### src/hdl/rtwhe_pkg.sv
package rtwhe_pkg;

  // Smallest capture that can carry a radiotap header
  localparam int MIN_CAPTURE_HEADER = 8;

  // 802.11 MAC header bytes needed after the radiotap header
  localparam int MAC_HDR_BYTES = 24;

  // Byte offsets inside the MAC header
  localparam int FC_LO_OFS   = 0;
  localparam int FC_HI_OFS   = 1;
  localparam int ADDR1_OFS   = 4;
  localparam int ADDR2_OFS   = 10;
  localparam int ADDR3_OFS   = 16;
  localparam int ADDR3_END   = 22;

  // Radiotap length sits at frame bytes 2 (low) and 3 (high)
  localparam int RT_LEN_LO_POS = 2;
  localparam int RT_LEN_HI_POS = 3;
  localparam int PREFIX_BYTES  = 4;

  localparam logic [15:0] COUNT_MAX = 16'hFFFF;

  // Known subtype bits, one 16-bit row per frame type
  localparam logic [3:0][15:0] KIND_TABLE = '{16'h0003, 16'hDF11, 16'hFFFC, 16'h7F7F};

  localparam logic STATUS_OK    = 1'b0;
  localparam logic STATUS_SHORT = 1'b1;

  typedef struct packed {
    logic [7:0] data_byte;
    logic       last_byte;
  } rtwhe_in_t;

  typedef struct packed {
    logic        status;
    logic [1:0]  frame_type;
    logic [3:0]  frame_subtype;
    logic        known_kind;
    logic [47:0] dest_address;
    logic [47:0] source_address;
    logic [47:0] bss_address;
    logic [15:0] frame_length;
    logic [7:0]  channel_number;
  } rtwhe_out_t;

endpackage

### src/hdl/radiotap_wifi_header_extractor.sv
// Radiotap / 802.11 header extractor. Takes captured frame bytes, one word
// per byte, with last_byte marking the end of a frame. The little-endian
// radiotap length at bytes 2-3 locates the MAC header; frame control and
// addresses 1..3 are captured from it. Exactly one result word leaves per
// frame, via the input register, then the result register. Throughput is
// one byte per cycle; the input side only stalls when a last byte is held
// while the result register is still full and not being taken. Status is
// "too short" for captures below MIN_CAPTURE_HEADER bytes or below radiotap
// length + 24; then type, subtype, known flag and addresses read zero.
// frame_length saturates at 65535; later bytes are neither counted nor
// captured. The channel register is written through the cfg port (always
// ready) while no frame is open: a user rule the block does not enforce.
module radiotap_wifi_header_extractor
  import rtwhe_pkg::*;
(
  input  logic       clk,
  input  logic       rst_n,
  input  logic       in_valid,
  output logic       in_ready,
  input  rtwhe_in_t  in_data,
  output logic       out_valid,
  input  logic       out_ready,
  output rtwhe_out_t out_data,
  input  logic       cfg_valid,
  output logic       cfg_ready,
  input  logic [7:0] cfg_data
);

  // Input register
  logic       in_vld_r;
  rtwhe_in_t  in_r;

  // Frame state
  logic [15:0]     cnt_r,   cnt_upd,   cnt_nxt;
  logic [15:0]     hdr_r,   hdr_upd,   hdr_nxt;
  logic [15:0]     cw_r,    cw_upd,    cw_nxt;
  logic [47:0]     a1_r,    a1_upd,    a1_nxt;
  logic [47:0]     a2_r,    a2_upd,    a2_nxt;
  logic [47:0]     a3_r,    a3_upd,    a3_nxt;
  logic [3:0][7:0] pre_r,   pre_upd,   pre_nxt;
  logic [15:0]     off;

  // Result register and config
  logic       out_valid_r, out_valid_nxt;
  rtwhe_out_t out_r, out_nxt;
  logic [7:0] chan_r;

  logic adv;       // stage 2 consumes its byte this cycle
  logic fire;      // a last byte is consumed: load a result
  logic bad;
  logic [16:0] need;
  logic [7:0]  fc_lo, fc_hi;
  logic [15:0] fc;

  assign adv      = !in_r.last_byte || !out_valid_r || out_ready;
  assign in_ready = !in_vld_r || adv;
  assign fire     = in_vld_r && in_r.last_byte && adv;

  assign cfg_ready = 1'b1;
  assign out_valid = out_valid_r;
  assign out_data  = out_r;

  // Per-byte state update
  always_comb begin
    cnt_upd = cnt_r;
    hdr_upd = hdr_r;
    cw_upd  = cw_r;
    a1_upd  = a1_r;
    a2_upd  = a2_r;
    a3_upd  = a3_r;
    pre_upd = pre_r;
    off     = cnt_r - hdr_r;
    if (in_vld_r && adv && cnt_r != COUNT_MAX) begin
      if (cnt_r < 16'(PREFIX_BYTES)) begin
        pre_upd[cnt_r[1:0]] = in_r.data_byte;
      end
      if (cnt_r == 16'(RT_LEN_LO_POS)) begin
        hdr_upd[7:0] = in_r.data_byte;
      end else if (cnt_r == 16'(RT_LEN_HI_POS)) begin
        hdr_upd[15:8] = in_r.data_byte;
      end else if (cnt_r >= 16'(PREFIX_BYTES) && cnt_r >= hdr_r) begin
        if (off == 16'(FC_LO_OFS)) begin
          cw_upd[7:0] = in_r.data_byte;
        end else if (off == 16'(FC_HI_OFS)) begin
          cw_upd[15:8] = in_r.data_byte;
        end else if (off >= 16'(ADDR1_OFS) && off < 16'(ADDR2_OFS)) begin
          a1_upd = {a1_r[39:0], in_r.data_byte};
        end else if (off >= 16'(ADDR2_OFS) && off < 16'(ADDR3_OFS)) begin
          a2_upd = {a2_r[39:0], in_r.data_byte};
        end else if (off >= 16'(ADDR3_OFS) && off < 16'(ADDR3_END)) begin
          a3_upd = {a3_r[39:0], in_r.data_byte};
        end
      end
      cnt_upd = cnt_r + 16'd1;
    end

    // A finished frame leaves clean state behind
    cnt_nxt = fire ? '0 : cnt_upd;
    hdr_nxt = fire ? '0 : hdr_upd;
    cw_nxt  = fire ? '0 : cw_upd;
    a1_nxt  = fire ? '0 : a1_upd;
    a2_nxt  = fire ? '0 : a2_upd;
    a3_nxt  = fire ? '0 : a3_upd;
    pre_nxt = fire ? '0 : pre_upd;
  end

  // Result build from the updated frame state
  always_comb begin
    need = {1'b0, hdr_upd} + 17'(MAC_HDR_BYTES);
    bad  = (cnt_upd < 16'(MIN_CAPTURE_HEADER)) || ({1'b0, cnt_upd} < need);
    // Tiny radiotap lengths put frame control inside the first four bytes
    fc_lo = (hdr_upd < 16'(PREFIX_BYTES)) ? pre_upd[hdr_upd[1:0]] : cw_upd[7:0];
    fc_hi = (hdr_upd < 16'(PREFIX_BYTES - 1)) ? pre_upd[hdr_upd[1:0] + 2'd1]
                                              : cw_upd[15:8];
    fc = {fc_hi, fc_lo};

    out_nxt                = out_r;
    out_valid_nxt          = out_valid_r && !out_ready;
    if (fire) begin
      out_valid_nxt          = 1'b1;
      out_nxt.status         = bad ? STATUS_SHORT : STATUS_OK;
      out_nxt.frame_length   = cnt_upd;
      out_nxt.channel_number = chan_r;
      if (bad) begin
        out_nxt.frame_type     = '0;
        out_nxt.frame_subtype  = '0;
        out_nxt.known_kind     = 1'b0;
        out_nxt.dest_address   = '0;
        out_nxt.source_address = '0;
        out_nxt.bss_address    = '0;
      end else begin
        out_nxt.frame_type     = fc[3:2];
        out_nxt.frame_subtype  = fc[7:4];
        out_nxt.known_kind     = KIND_TABLE[fc[3:2]][fc[7:4]];
        out_nxt.dest_address   = a1_upd;
        out_nxt.source_address = a2_upd;
        out_nxt.bss_address    = a3_upd;
      end
    end
  end

  always_ff @(posedge clk) begin
    if (!rst_n) begin
      in_vld_r    <= 1'b0;
      out_valid_r <= 1'b0;
      chan_r      <= '0;
      cnt_r       <= '0;
      hdr_r       <= '0;
      cw_r        <= '0;
      a1_r        <= '0;
      a2_r        <= '0;
      a3_r        <= '0;
      pre_r       <= '0;
    end else begin
      if (in_ready) begin
        in_vld_r <= in_valid;
      end
      if (cfg_valid && cfg_ready) begin
        chan_r <= cfg_data;
      end
      out_valid_r <= out_valid_nxt;
      cnt_r       <= cnt_nxt;
      hdr_r       <= hdr_nxt;
      cw_r        <= cw_nxt;
      a1_r        <= a1_nxt;
      a2_r        <= a2_nxt;
      a3_r        <= a3_nxt;
      pre_r       <= pre_nxt;
    end
  end

  // Payload registers, no reset
  always_ff @(posedge clk) begin
    if (in_ready && in_valid) begin
      in_r <= in_data;
    end
    out_r <= out_nxt;
  end

  // A consumed last byte always lands a result and reopens the frame
  a_fire_result: assert property (@(posedge clk) disable iff (!rst_n)
    fire |=> (out_valid_r && cnt_r == 16'd0 && hdr_r == 16'd0))
    else $error("last byte did not produce a result or clear state");

  // A good frame holds at least a bare MAC header and the minimum capture
  a_ok_len: assert property (@(posedge clk) disable iff (!rst_n)
    (out_valid_r && out_r.status == STATUS_OK) |->
      (out_r.frame_length >= 16'(MAC_HDR_BYTES) &&
       out_r.frame_length >= 16'(MIN_CAPTURE_HEADER)))
    else $error("ok status on a frame below minimum length");

  // Short frames report no header fields
  a_short_zero: assert property (@(posedge clk) disable iff (!rst_n)
    (out_valid_r && out_r.status == STATUS_SHORT) |->
      (out_r.frame_type == 2'd0 && !out_r.known_kind && out_r.dest_address == 48'd0))
    else $error("short frame carries header fields");

  // A pending result is never overwritten while stalled
  a_no_overrun: assert property (@(posedge clk) disable iff (!rst_n)
    (out_valid_r && !out_ready) |-> !fire)
    else $error("result register overwritten while held");

endmodule

### config.mk
export PLATFORM = sky130hd
export DESIGN_NAME = radiotap_wifi_header_extractor
export DESIGN_NICKNAME = d
export VERILOG_FILES = /design/src/hdl/rtwhe_pkg.sv /design/src/hdl/radiotap_wifi_header_extractor.sv
export SDC_FILE = /design/constraint.sdc
export NUM_CORES = 1
export LEC_CHECK = 0
export ABC_AREA = 1
export BUFFER_PORTS_ARGS = -buffer_cell sky130_fd_sc_hd__buf_2
export CAP_MARGIN = 20
export CORE_MARGIN = 4
export CORE_UTILIZATION = 53
export CTS_BUF_LIST = sky130_fd_sc_hd__clkbuf_16
export CTS_CLUSTER_DIAMETER = 50
export CTS_CLUSTER_SIZE = 16
export DETAILED_ROUTE_END_ITERATION = 8
export PLACE_DENSITY_LB_ADDON = 0.12
export SYNTH_ARGS = -nofsm -noshare
export SYNTH_HDL_FRONTEND = slang
export SYNTH_SLANG_ARGS = --single-unit
### constraint.sdc
create_clock -name clk -period 9.25 [get_ports clk]
set_input_delay 0.925 -clock clk [delete_from_list [all_inputs] [get_ports clk]]
set_output_delay 0.925 -clock clk [all_outputs]
set_load 0.02 [all_outputs]
# --- Word level (Yosys, flattened, before mapping) ---
# Cells that the tools add are included.
totals:
  wordCells: 118
  ff_bits: 411
  inputBits: 22
  output_inout_bits: 179
op_classes:
  bitwise: 1
  muxes: 48
  magnitude_cmp: 17
  eq_ne: 4
  addsub: 3
  reduce_logical: 21
ops:
  columns: ["cell", "n"]
  rows:
  - ["2-to-1 mux 48 bit", 24]
  - ["2-to-1 mux 8 bit", 11]
  - ["2-to-1 mux 32 bit", 2]
  - ["2-to-1 mux 16 bit", 3]
  - ["binary-select mux 16 bit (select 2 bit)", 1]
  - ["bitwise mux 32 bit", 1]
  - ["== test 16 x 2 -> 1 bit (second input constant)", 2]
  - ["greater-or-equal comparator 16 x 3 -> 1 bit (second input constant)", 2]
  - ["less-than comparator 16 x 3 -> 1 bit (second input constant)", 2]
  - ["less-than comparator 16 x 4 -> 1 bit (second input constant)", 2]
  - ["less-than comparator 16 x 5 -> 1 bit (second input constant)", 2]
  - ["adder 16 x 5 -> 17 bit (second input constant)", 1]
  - ["less-than comparator 16 x 17 -> 1 bit", 1]
  - ["adder 16 x 1 -> 16 bit (second input constant)", 1]
  - ["binary-select mux 8 bit (select 2 bit)", 1]
  - ["demux 8 bit (select 2 bit)", 1]
  - ["== test 16 x 1 -> 1 bit (second input constant)", 1]
  - ["greater-or-equal comparator 16 bit", 1]
  - ["greater-or-equal comparator 16 x 4 -> 1 bit (second input constant)", 1]
  - ["greater-or-equal comparator 16 x 5 -> 1 bit (second input constant)", 1]
  - ["logical NOT 16 bit", 1]
  - ["!= test 16 bit (second input constant)", 1]
  - ["subtractor 16 bit", 1]
  - ["logical AND 1 bit", 11]
  - ["other kinds (9)", 19]

# --- Depth between registers and ports, before layout ---
# Gate-level depths: netlist of run 1.
logic_depth:
  ltp_word: 14
  depth_mapped: 34

# --- Worst setup path before layout of run 1 ---
# OpenSTA, ideal clock, no wires.
synth_path:
  path_type: "input-to-reg"
  from: "input port out_ready"
  to: "register out_r (netlist bit out_data[0]) (enable)"
  path_stages: 4
  n_path_buf: 0
  slack_ns: -0.012
  arrival_time_ns: 8.546
  setup_ns: 0.715
  required_ns: 8.535
  path_cell_list: "nor3_1 nor2_1 inv_1 nor2_1"
synth_between:
  elab_chain_cells: 2
synth_rtl:
  columns: ["element", "line", "source"]
  rows:
  - ["from (decl)", "radiotap_wifi_header_extractor.sv:22", "input logic out_ready,"]
  - ["logical OR 1 bit", "radiotap_wifi_header_extractor.sv:55", "assign adv = !in_r.last_byte || !out_valid_r || out_ready;"]
  - ["logical AND 1 bit", "radiotap_wifi_header_extractor.sv:57", "assign fire = in_vld_r && in_r.last_byte && adv;"]
  - ["via fire", "radiotap_wifi_header_extractor.sv:49", "logic fire;"]
  - ["to (signal assigned)", "radiotap_wifi_header_extractor.sv:177", "out_r <= out_nxt;"]
  - ["to (decl)", "radiotap_wifi_header_extractor.sv:45", "rtwhe_out_t out_r, out_nxt;"]
# The timed path passes the listed nets, and every way through them passes these cells.
# A chain may end at the register's enable or synchronous reset.

# --- Worst setup path after layout of run 1 ---
layout_path:
  from: "register cnt_r[1]"
  to: "register out_r (netlist bit out_data[121]), data pin"
layout_between:
  elab_chain_cells: 10
  elab_cells_between_ends: 30
layout_rtl:
  columns: ["element", "line", "source"]
  rows:
  - ["from (decl)", "radiotap_wifi_header_extractor.sv:34", "logic [15:0] cnt_r, cnt_upd, cnt_nxt;"]
  - ["from (signal assigned)", "radiotap_wifi_header_extractor.sv:162", "cnt_r <= cnt_nxt;"]
  - ["subtractor 16 bit", "radiotap_wifi_header_extractor.sv:72", "off = cnt_r - hdr_r;"]
  - ["greater-or-equal comparator 16 x 3 -> 1 bit or less-than comparator 16 x 4 -> 1 bit (tied branches)", "radiotap_wifi_header_extractor.sv:86", "end else if (off >= 16'(ADDR1_OFS) && off < 16'(ADDR2_OFS)) begin"]
  - ["logical AND 1 bit", "radiotap_wifi_header_extractor.sv:86", null]
  - ["2-to-1 mux 48 bit", "radiotap_wifi_header_extractor.sv:86", null]
  - ["2-to-1 mux 48 bit", "radiotap_wifi_header_extractor.sv:84", "end else if (off == 16'(FC_HI_OFS)) begin"]
  - ["2-to-1 mux 48 bit", "radiotap_wifi_header_extractor.sv:82", "if (off == 16'(FC_LO_OFS)) begin"]
  - ["2-to-1 mux 48 bit", "radiotap_wifi_header_extractor.sv:81", "end else if (cnt_r >= 16'(PREFIX_BYTES) && cnt_r >= hdr_r) begin"]
  - ["2-to-1 mux 48 bit", "radiotap_wifi_header_extractor.sv:79", "end else if (cnt_r == 16'(RT_LEN_HI_POS)) begin"]
  - ["2-to-1 mux 48 bit", "radiotap_wifi_header_extractor.sv:77", "if (cnt_r == 16'(RT_LEN_LO_POS)) begin"]
  - ["2-to-1 mux 48 bit", "radiotap_wifi_header_extractor.sv:73", "if (in_vld_r && adv && cnt_r != COUNT_MAX) begin"]
# Parallel ways exist; a longest one is shown, timed or not.

==> flow_summary.json, run 1 <==
{
  "ir_worst_vdd_mv": 0.145,
  "yosys.cell_types.count": 43,
  "setup_viol": 0,
  "setup_tns_ns": 0,
  "setup_ws_ns": 3.60,
  "cts_sinks": 401,
  "start_kind": "flip-flop",
  "critical-path-top-delay-family": "simple AND/OR/NAND/NOR gates",
  "yosysSeqAreaShare_pct": 58.1,
  "r2r_end": "out_data[121]",
  "design.die.area_mm2": 0.0350,
  "post-place-ws_ns": 3.31,
  "fp-row-count": 65,
  "ioPinCount": 201,
  "hold_violations": 0,
  "synth_cells": 1908,
  "grt_pass1_wl_mm": 63.6,
  "synth_edf_count": 185,
  "cts_resized": 0,
  "synthFlopType": "dfxtp_1",
  "synth_warnings": 0,
  "drive_above_1_share_pct": 14.1,
  "r2r_setup_slack_ns": 3.60,
  "path_depth": 27,
  "wl_met3_mm": 2.25,
  "wl_mm": 39.0,
  "clock_path_buffers": 3,
  "hold_class": "flip-flop to flip-flop",
  "post-synth-top-count-cell": "nor2_1",
  "syn_nets": 1970,
  "cp_num_buf_inv": 3,
  "grt_pass1_vias": 12100,
  "die_width_um": 187,
  "finClkSkew_ns": 0.0157,
  "p_leak_nw": 8.61,
  "synth_top_area_share_pct": 32.7,
  "gp_congestion": 0.895,
  "root_buffer": "clkbuf_16",
  "dr.pass1.iters": 5,
  "cp.arrival_ns": 5.89,
  "max_freq_mhz": 177,
  "crit_start": "cnt_r[1]",
  "period_share_pct": 61.0,
  "grt.total_usage_pct": 22.1,
  "dp_hpwl_mm": 26.8,
  "grt_max_degree": 178,
  "total_power_mw": 3.65,
  "placedCellCount": 2441,
  "routedWlPerCell_um": 15.5,
  "crit_path_frequent_cell": "nand2_1",
  "wl_met2_mm": 17.9,
  "crit_path_end_kind": "flip-flop",
  "cts_tree": "done",
  "worstSetupPathType": "flip-flop to flip-flop",
  "ctsHoldBuffers": 0,
  "finalNonFillerCells": 2508,
  "ant_nets": 0,
  "overflow": 0,
  "fin_crit_ns": 5.65,
  "critPathSlowestCell": "buf_4",
  "synthToLayoutAreaGrowth_pct": 14.4,
  "r2r_cells": 27,
  "port_buffers": 199,
  "p_per_area_mw_per_mm2": 188,
  "start_util_pct": 53.9,
  "die_y_um": 187,
  "yosysTopAreaCell": "edfxtp_1",
  "clk_latency_ns": 0.53,
  "timing.rr.start": "cnt_r[1]",
  "ys_top_cells_by_count": "nor2_1, nand2_1, dfxtp_1, inv_1, edfxtp_1",
  "num_antenna_cells": 0,
  "highest_layer": "met4",
  "critPathRequiredTime_ns": 9.49,
  "fin_nets": 2141,
  "num_vias": 12800,
  "async_flop_share_pct": 0,
  "cpPeakStageDelay_ns": 0.83,
  "status": "finished clean",
  "netlist_area_mm2": 0.0170,
  "syn_area_per_cell_um2": 8.91,
  "core_mm2": 0.0316,
  "rsz0062_at_grt": "false",
  "fillCellCount": 2757,
  "ys_seq_elements": 401,
  "first_iter_violations": 945,
  "clk_pin_slew_ns": 0.07,
  "drv_cap": 0,
  "drc": 0,
  "critPathMaxFanout": 88,
  "cts_setup_buffers": 0,
  "met1_length_mm": 18.0,
  "cp-endpoint": "out_data[121]",
  "tightest_slew_ns": 1.14,
  "slew_viol_final": 0,
  "maxSlewHeadroom_pct": 23.7,
  "synth_area_leaders": "edfxtp_1, dfxtp_1, nor2_1",
  "h-tree-depth": 2,
  "via_per_inst": 5.09,
  "cts_made_buffers": 38,
  "grt_antenna_before_repair": 0
}
[sequential cells by signal, indices dropped and copies added, names as in the netlist, 6 cells and up]
register and cells:
out_data 176, a1_r 48, a2_r 48, a3_r 48, pre_r 24, cnt_r 16
hdr_r 16, in_r 9, chan_r 8, cw_r 6
[through the flow]
| stage | util [%] | hold WS, ns | cell area [µm²] |
|---|---|---|---|
| after floorplan | - | 0.403 | 17000 |
| after CTS | 61.6 | 0.429 | 19400 |
| after global routing | 61.6 | 0.442 | 19400 |
| after global placement | 57.6 | 0.408 | 18200 |
| final | 61.6 | 0.428 | 19400 |
| after detailed placement | 57.7 | 0.413 | 18200 |
[worst min path at each step]
stage               from          end  slack [ns]  cells past startpoint
6_report       chan_r[0]  out_data[0]        0.43                      0
5_1_grt        chan_r[7]  out_data[7]        0.44                      0
2_1_floorplan  chan_r[0]  out_data[0]        0.40                      0
3_5_place_dp   chan_r[0]  out_data[0]        0.41                      0
4_1_cts        chan_r[0]  out_data[0]        0.43                      0
3_3_place_gp   chan_r[7]  out_data[7]        0.41                      0
[cell usage in the layout, fill, tap and decap left out, types with 2 or more instances in the layout]
master	n
nor3_1	11
nand2_2	3
nand2_1	328
a21oi_1	79
clkinv_1	2
nor2_2	7
and2_1	3
edfxtp_1	185
clkinv_2	2
inv_2	6
nor2_1	481
o21ai_1	19
nand3_2	2
o21ai_0	72
bufinv_16	2
buf_2	199
buf_12	2
nand3_4	2
clkinv_8	3
xnor2_1	6
nand3_1	56
xor2_1	18
mux2i_1	55
clkbuf_16	39
ha_1	39
inv_8	2
buf_4	5
nand3b_1	3
clkinvlp_4	2
inv_6	4
nand4_1	22
dfxtp_1	216
nor2_4	2
o21ai_2	5
inv_1	207
[logic make-up (layout without fill, tap and decap cells)]
kind of cell	count (synthesis)	count (layout)	share of synthesized area [%]
compound gates	180	180	5.49
flops	401	401	58.1
simple gates	926	926	21.9
xor+xnor	25	25	1.33
buf+inv	280	478	6.86
fa+ha+maj	40	40	2.99
mux	55	55	3.24
other cells	1	1	0.0221
[metal layers]
| metal | up-vias | track usage [%] |
|---|---|---|
| met4 | 0 | 5.57 |
| met1 | 5910 | 31.2 |
| met5 | - | 0 |
| met3 | 54 | 3.60 |
| li1 | 6456 | - |
| met2 | 340 | 35.8 |
[worst register-to-register path: stages (launching register included)]
cell and delay (ns):
dfxtp_1 0.49, ha_1 0.26, inv_1 0.07, nor2_1 0.19, nand2_1 0.14, o21ai_2 0.53
nor2_2 0.24, nand2_2 0.21, nand2_1 0.10, nand2_1 0.15, nor2_1 0.07, nand2_1 0.10
nor2_1 0.09, xor2_1 0.15, ha_1 0.30, nand2_1 0.09, nor2_1 0.05, a211oi_1 0.17
nand2_1 0.09, nand2_1 0.06, nand2_1 0.05, nand2_1 0.05, nand2_1 0.05, nand2_1 0.05
nor2_1 0.11, inv_4 0.49, buf_4 0.85, nor2_1 0.18
[where the power goes]
part | leakage [nW] | total (mW) | switching, mW | internal [mW]
clock network | 0.634 | 1.52 | 0.677 | 0.845
registers | 3.49 | 1.89 | 0.0166 | 1.88
logic | 4.48 | 0.237 | 0.174 | 0.0634
[final cells by class]
class | instances | area [µm²] | share of cell area (%)
clock buffers | 39 | 976 | 5.02
flip-flops and latches | 401 | 9880 | 50.8
repair buffers | 206 | 1070 | 5.52
inverters | 205 | 772 | 3.97
well taps | 402 | 503 | 2.59
clock inverters | 28 | 258 | 1.33
multi-input cells | 1227 | 5980 | 30.8
No activity file was read; power rests on OpenSTA's default activity.
==> run 2: changes to the inputs <==
==> constraint.sdc (replaced) <==
create_clock -name clk -period 4.7 [get_ports clk]
set_input_delay 0.47 -clock clk [delete_from_list [all_inputs] [get_ports clk]]
set_output_delay 0.47 -clock clk [all_outputs]
set_load 0.02 [all_outputs]
==> run 2 against run 1 <==
Clock skew increased by 0.0029 ns. Worst setup slack lost 3.2 ns. Power rose by 100%. Maximum frequency rose by 31%. Flip-flop and latch count unchanged. Die area is the same. Sequential power up 97%. Core utilization grew 1.2 points. Via count grew 1.5%. Critical endpoint is now out_data[151].
==> flow_summary.json, run 2 (same netlist as run 1, synthesis figures left out) <==
{
  "status": "finished clean",
  "rsz0062_at_grt": "false",
  "p_sw_share_pct": 23.7,
  "root_buffer": "clkbuf_16",
  "total_power_mw": 7.29,
  "fin_crit_ns": 4.31,
  "holdWs_ns": 0.120,
  "grt_antenna_before_repair": 0,
  "clock_path_buffers": 3,
  "drv_cap": 0,
  "via_per_inst": 5.11,
  "wl_mm": 39.7,
  "start_util_pct": 53.9,
  "layout_commonest_cell": "nor2_1",
  "design.die.area_mm2": 0.0350,
  "finClkSkew_ns": 0.0185,
  "period_share_pct": 91.7,
  "power_switching_mw": 1.73,
  "internal-power_mw": 5.56,
  "ioPinCount": 201,
  "clk_latency_ns": 0.52,
  "hold_class": "input port to flip-flop",
  "worstSetupPathType": "flip-flop to flip-flop",
  "multiInputGateArea_mm2": 0.00600,
  "fp-row-count": 65,
  "start_kind": "flip-flop",
  "final_cell_mix": "nor2_1, nand2_1, dfxtp_1",
  "grt_pass1_wl_mm": 63.6,
  "num_vias": 13000,
  "critPathMaxFanout": 39,
  "grt.total_usage_pct": 22.1,
  "ir_worst_vdd_mv": 0.254,
  "maxSlewHeadroom_pct": 26.9,
  "fillCellCount": 2759,
  "grt_max_degree": 177,
  "cp.arrival_ns": 4.68,
  "crit_path_end_kind": "flip-flop",
  "combPwrFrac_pct": 6.9,
  "p_per_area_mw_per_mm2": 368,
  "overflow": 0,
  "cts_resized": 0,
  "pwr-share-seq_pct": 51.0,
  "regArea_mm2": 0.00988,
  "clk_pin_slew_ns": 0.07,
  "cts_made_buffers": 38,
  "slew_viol_final": 0,
  "num_antenna_cells": 0,
  "cts_setup_buffers": 0,
  "clockPowerShare_pct": 42.1,
  "cts_tree": "done",
  "first_iter_violations": 976,
  "dr.pass1.iters": 5,
  "tightest_slew_ns": 1.10,
  "routedWlPerCell_um": 15.7,
  "drive_above_1_share_pct": 15.4,
  "setup_tns_ns": 0,
  "max_freq_mhz": 232,
  "die_y_um": 187,
  "port_buffers": 199,
  "dp_hpwl_mm": 27.0,
  "gp_congestion": 0.909,
  "hold_violations": 0,
  "ctsHoldBuffers": 0,
  "drc": 0,
  "die_width_um": 187,
  "critPathRequiredTime_ns": 5.07,
  "largest_reg_flops": 176,
  "synthToLayoutAreaGrowth_pct": 16.7,
  "ant_nets": 0,
  "p_leak_nw": 8.81,
  "grt_pass1_vias": 12300,
  "cts_sinks": 401,
  "h-tree-depth": 2,
  "core_mm2": 0.0316,
  "utilization_pct": 62.9,
  "fin_nets": 2165,
  "setup_viol": 0
}
==> run 2: cell count changes in the layout (fill, tap and decap cells not counted), moves of 3 or more <==
cell       delta
buf_12        +7
buf_4        +13
clkbuf_16     +4
clkinv_1      +3
inv_1         -5
nor2_1        -3
==> run 2: power by group through the flow <==
stage	clock, mW	combinational (mW)	sequential (mW)
3_5_place_dp	0	0.487	3.80
5_1_grt	3.28	0.553	3.72
6_report	3.07	0.500	3.72
2_1_floorplan	0	0.287	3.84
3_3_place_gp	0	0.483	3.80
4_1_cts	3.13	0.490	3.72
==> run 2: worst paths after layout <==
check / startpoint / endpoint / slack (ns) / cells past startpoint
max: in_r[0] / out_data[151] / 0.39 / 26
min: in_data[2] / in_r[2] / 0.12 / 1
min reg2reg: chan_r[6] / out_data[6] / 0.43 / 0
max reg2reg: in_r[0] / out_data[151] / 0.39 / 26
==> run 2: metal layers <==
metal | vias to the layer above | GRT usage (%) | share of wire, %
met4 | 0 | 6.09 | 2.6
li1 | 6498 | - | -
met5 | - | 0 | 0
met2 | 409 | 35.8 | 46
met3 | 66 | 4.11 | 6.6
met1 | 5982 | 30.7 | 45
==> run 2: area by class of cell <==
cell class	instances	area share (%)
clock buffer	41	5.17
inverter	205	3.90
clock inverter	27	1.18
tap	402	2.54
multi-input combinational	1227	30.2
timing repair buffer	230	7.14
sequential	401	49.8
==> run 2: through the flow <==
step | instances | instance area (µm²) | worst slack (ns)
2_1_floorplan | 1908 | 17000 | 0.879
3_3_place_gp | 2463 | 18500 | 0.282
3_5_place_dp | 2463 | 18500 | 0.182
4_1_cts | 2531 | 19700 | 0.280
5_1_grt | 2533 | 19800 | 0.0274
6_report | 2533 | 19800 | 0.389
==> run 2: worst max-delay path: stages (launching register included) <==
cell,delay [ns]
edfxtp_1,0.38
inv_2,0.12
nor3_1,0.08
nor2_1,0.29
inv_1,0.26
nor2_4,0.22
buf_4,0.24
nand2_1,0.09
nor2_1,0.18
nand3_1,0.11
xor2_1,0.20
inv_1,0.11
ha_1,0.30
nand4_1,0.12
o221a_2,0.26
nand2_1,0.09
nand2_1,0.06
nand2_1,0.05
nand2_1,0.04
nand2_1,0.05
nand2_1,0.05
nand2_1,0.05
nand2_1,0.08
nor2_4,0.19
clkinv_4,0.19
buf_16,0.22
nor2_1,0.13
==> run 3: changes to the inputs <==
--- a/config.mk
+++ b/config.mk
@@ -8,7 +8,6 @@
 export ABC_AREA = 1
 export BUFFER_PORTS_ARGS = -buffer_cell sky130_fd_sc_hd__buf_2
 export CAP_MARGIN = 20
-export CORE_MARGIN = 4
 export CORE_UTILIZATION = 53
 export CTS_BUF_LIST = sky130_fd_sc_hd__clkbuf_16
 export CTS_CLUSTER_DIAMETER = 50
==> constraint.sdc (replaced) <==
create_clock -name clk -period 3.94 [get_ports clk]
set_input_delay 0.394 -clock clk [delete_from_list [all_inputs] [get_ports clk]]
set_output_delay 0.394 -clock clk [all_outputs]
set_load 0.02 [all_outputs]
==> run 3 against run 2 <==
The run now ends with setup timing left. Combinational power increased by 56%. Clock skew increased by 0.0028 ns. Sequential power increased by 19%. Critical endpoint is now out_data[175]. Global-route usage increased by 5.4 points.
==> flow_summary.json, run 3 (same netlist as run 1, synthesis figures left out) <==
{
  "via_per_inst": 5.13,
  "routedWlPerCell_um": 16.7,
  "status": "finished with violations",
  "h-tree-depth": 2,
  "dp_hpwl_mm": 29.1,
  "total_power_mw": 8.86,
  "start_util_pct": 53.9,
  "setup_ws_ns": -0.0665,
  "setup_tns_ns": -3.09,
  "clk_pin_slew_ns": 0.07,
  "critPathRequiredTime_ns": 4.22,
  "start_kind": "flip-flop",
  "critPathMaxFanout": 6,
  "final_cell_mix": "nor2_1, nand2_1, dfxtp_1",
  "cp.arrival_ns": 4.29,
  "holdWs_ns": 0.0417,
  "die_y_um": 181,
  "max_freq_mhz": 250,
  "grt.total_usage_pct": 27.5,
  "finClkSkew_ns": 0.0213,
  "hold_violations": 0,
  "fin_nets": 2311,
  "fin_crit_ns": 4.01,
  "crit_path_frequent_cell": "nand2_1",
  "p_per_area_mw_per_mm2": 405,
  "cp_num_buf_inv": 8,
  "clock_path_buffers": 3,
  "grt_pass1_vias": 13300,
  "violations": "setup timing",
  "period_share_pct": 102,
  "ctsHoldBuffers": 0,
  "ir_worst_vdd_mv": 0.364,
  "cts_tree": "done",
  "die_width_um": 181,
  "p_leak_nw": 9.82,
  "drive_above_1_share_pct": 24.0,
  "num_vias": 13800,
  "tightest_slew_ns": 0.814,
  "grt_antenna_before_repair": 0,
  "fp-row-count": 65,
  "layout_commonest_cell": "nor2_1",
  "min-delay-start": "in_data[5]",
  "hold_class": "input port to flip-flop",
  "maxSlewHeadroom_pct": 45.5,
  "core_mm2": 0.0316,
  "grt_max_degree": 71,
  "slew_viol_final": 0,
  "ioPinCount": 201,
  "root_buffer": "clkbuf_16",
  "worstSetupPathType": "flip-flop to flip-flop",
  "gp_congestion": 0.872,
  "cts_sinks": 401,
  "timing.rr.start": "cnt_r[0]",
  "synthToLayoutAreaGrowth_pct": 28.6,
  "cpPeakStageDelay_ns": 0.36,
  "clk_latency_ns": 0.54,
  "setup_viol": 86,
  "grt_pass1_wl_mm": 70.5,
  "first_iter_violations": 1191,
  "drv_cap": 0,
  "critical-path-top-delay-family": "simple AND/OR/NAND/NOR gates",
  "wl_mm": 44.9,
  "ant_nets": 0,
  "post-place-ws_ns": -0.419,
  "num_antenna_cells": 0,
  "dr.pass1.iters": 7,
  "utilization_pct": 69.2,
  "cts_made_buffers": 39,
  "largest_reg_flops": 176,
  "critPathSlowestCell": "dfxtp_4",
  "rsz0062_at_grt": "true",
  "drc": 0,
  "port_buffers": 199,
  "crit_path_end_kind": "flip-flop",
  "overflow": 0,
  "design.die.area_mm2": 0.0328,
  "crit_start": "cnt_r[0]"
}
-- run 3: final timing paths --
kind,to,slack (ns),cells past startpoint
hold / removal,in_r[5],0.04,1
setup reg to reg,out_data[175],-0.07,31
setup / recovery,out_data[175],-0.07,31
hold reg to reg,out_data[7],0.43,0
-- run 3: report_power, final --
group | leakage, nW | total, mW | internal (mW) | switching [mW]
clock | 0.640 | 3.65 | 1.97 | 1.67
sequential | 3.50 | 4.43 | 4.40 | 0.0294
combinational | 5.68 | 0.780 | 0.293 | 0.487
total | 9.82 | 8.86 | 6.67 | 2.19
-- run 3: metal layers --
layer / GRT usage (%) / vias to the layer above / share of wire, %
met5: 0 / - / 0
met4: 8.51 / 0 / 2.6
met3: 4.33 / 76 / 6.3
met2: 45.4 / 441 / 47
met1: 37.1 / 6433 / 44
li1: - / 6816 / -
-- run 3: what timing repair did --
action	4_1_cts	5_1_grt
endpoints found under the hold margin	0	0
pin swaps	16	23
gates cloned	17	2
buffers inserted	23	26
endpoints found under the setup margin	152	154
resized for setup	94	40
-- run 3: area by class of cell --
type / count / area (µm²)
timing repair buffer: 374 / 3120
clock buffer: 40 / 1000
fill: 2538 / 9710
clock inverter: 31 / 255
inverter: 205 / 787
sequential: 401 / 9900
tap: 402 / 503
multi-input combinational: 1227 / 6270
timing repair inverter: 1 / 16.3
-- run 3: metrics by stage --
stage,cells,instance area (µm²)
after floorplan,1908,17000
after global placement,2567,19400
after detailed placement,2567,19400
after CTS,2675,21600
after global routing,2681,21800
final,2681,21800
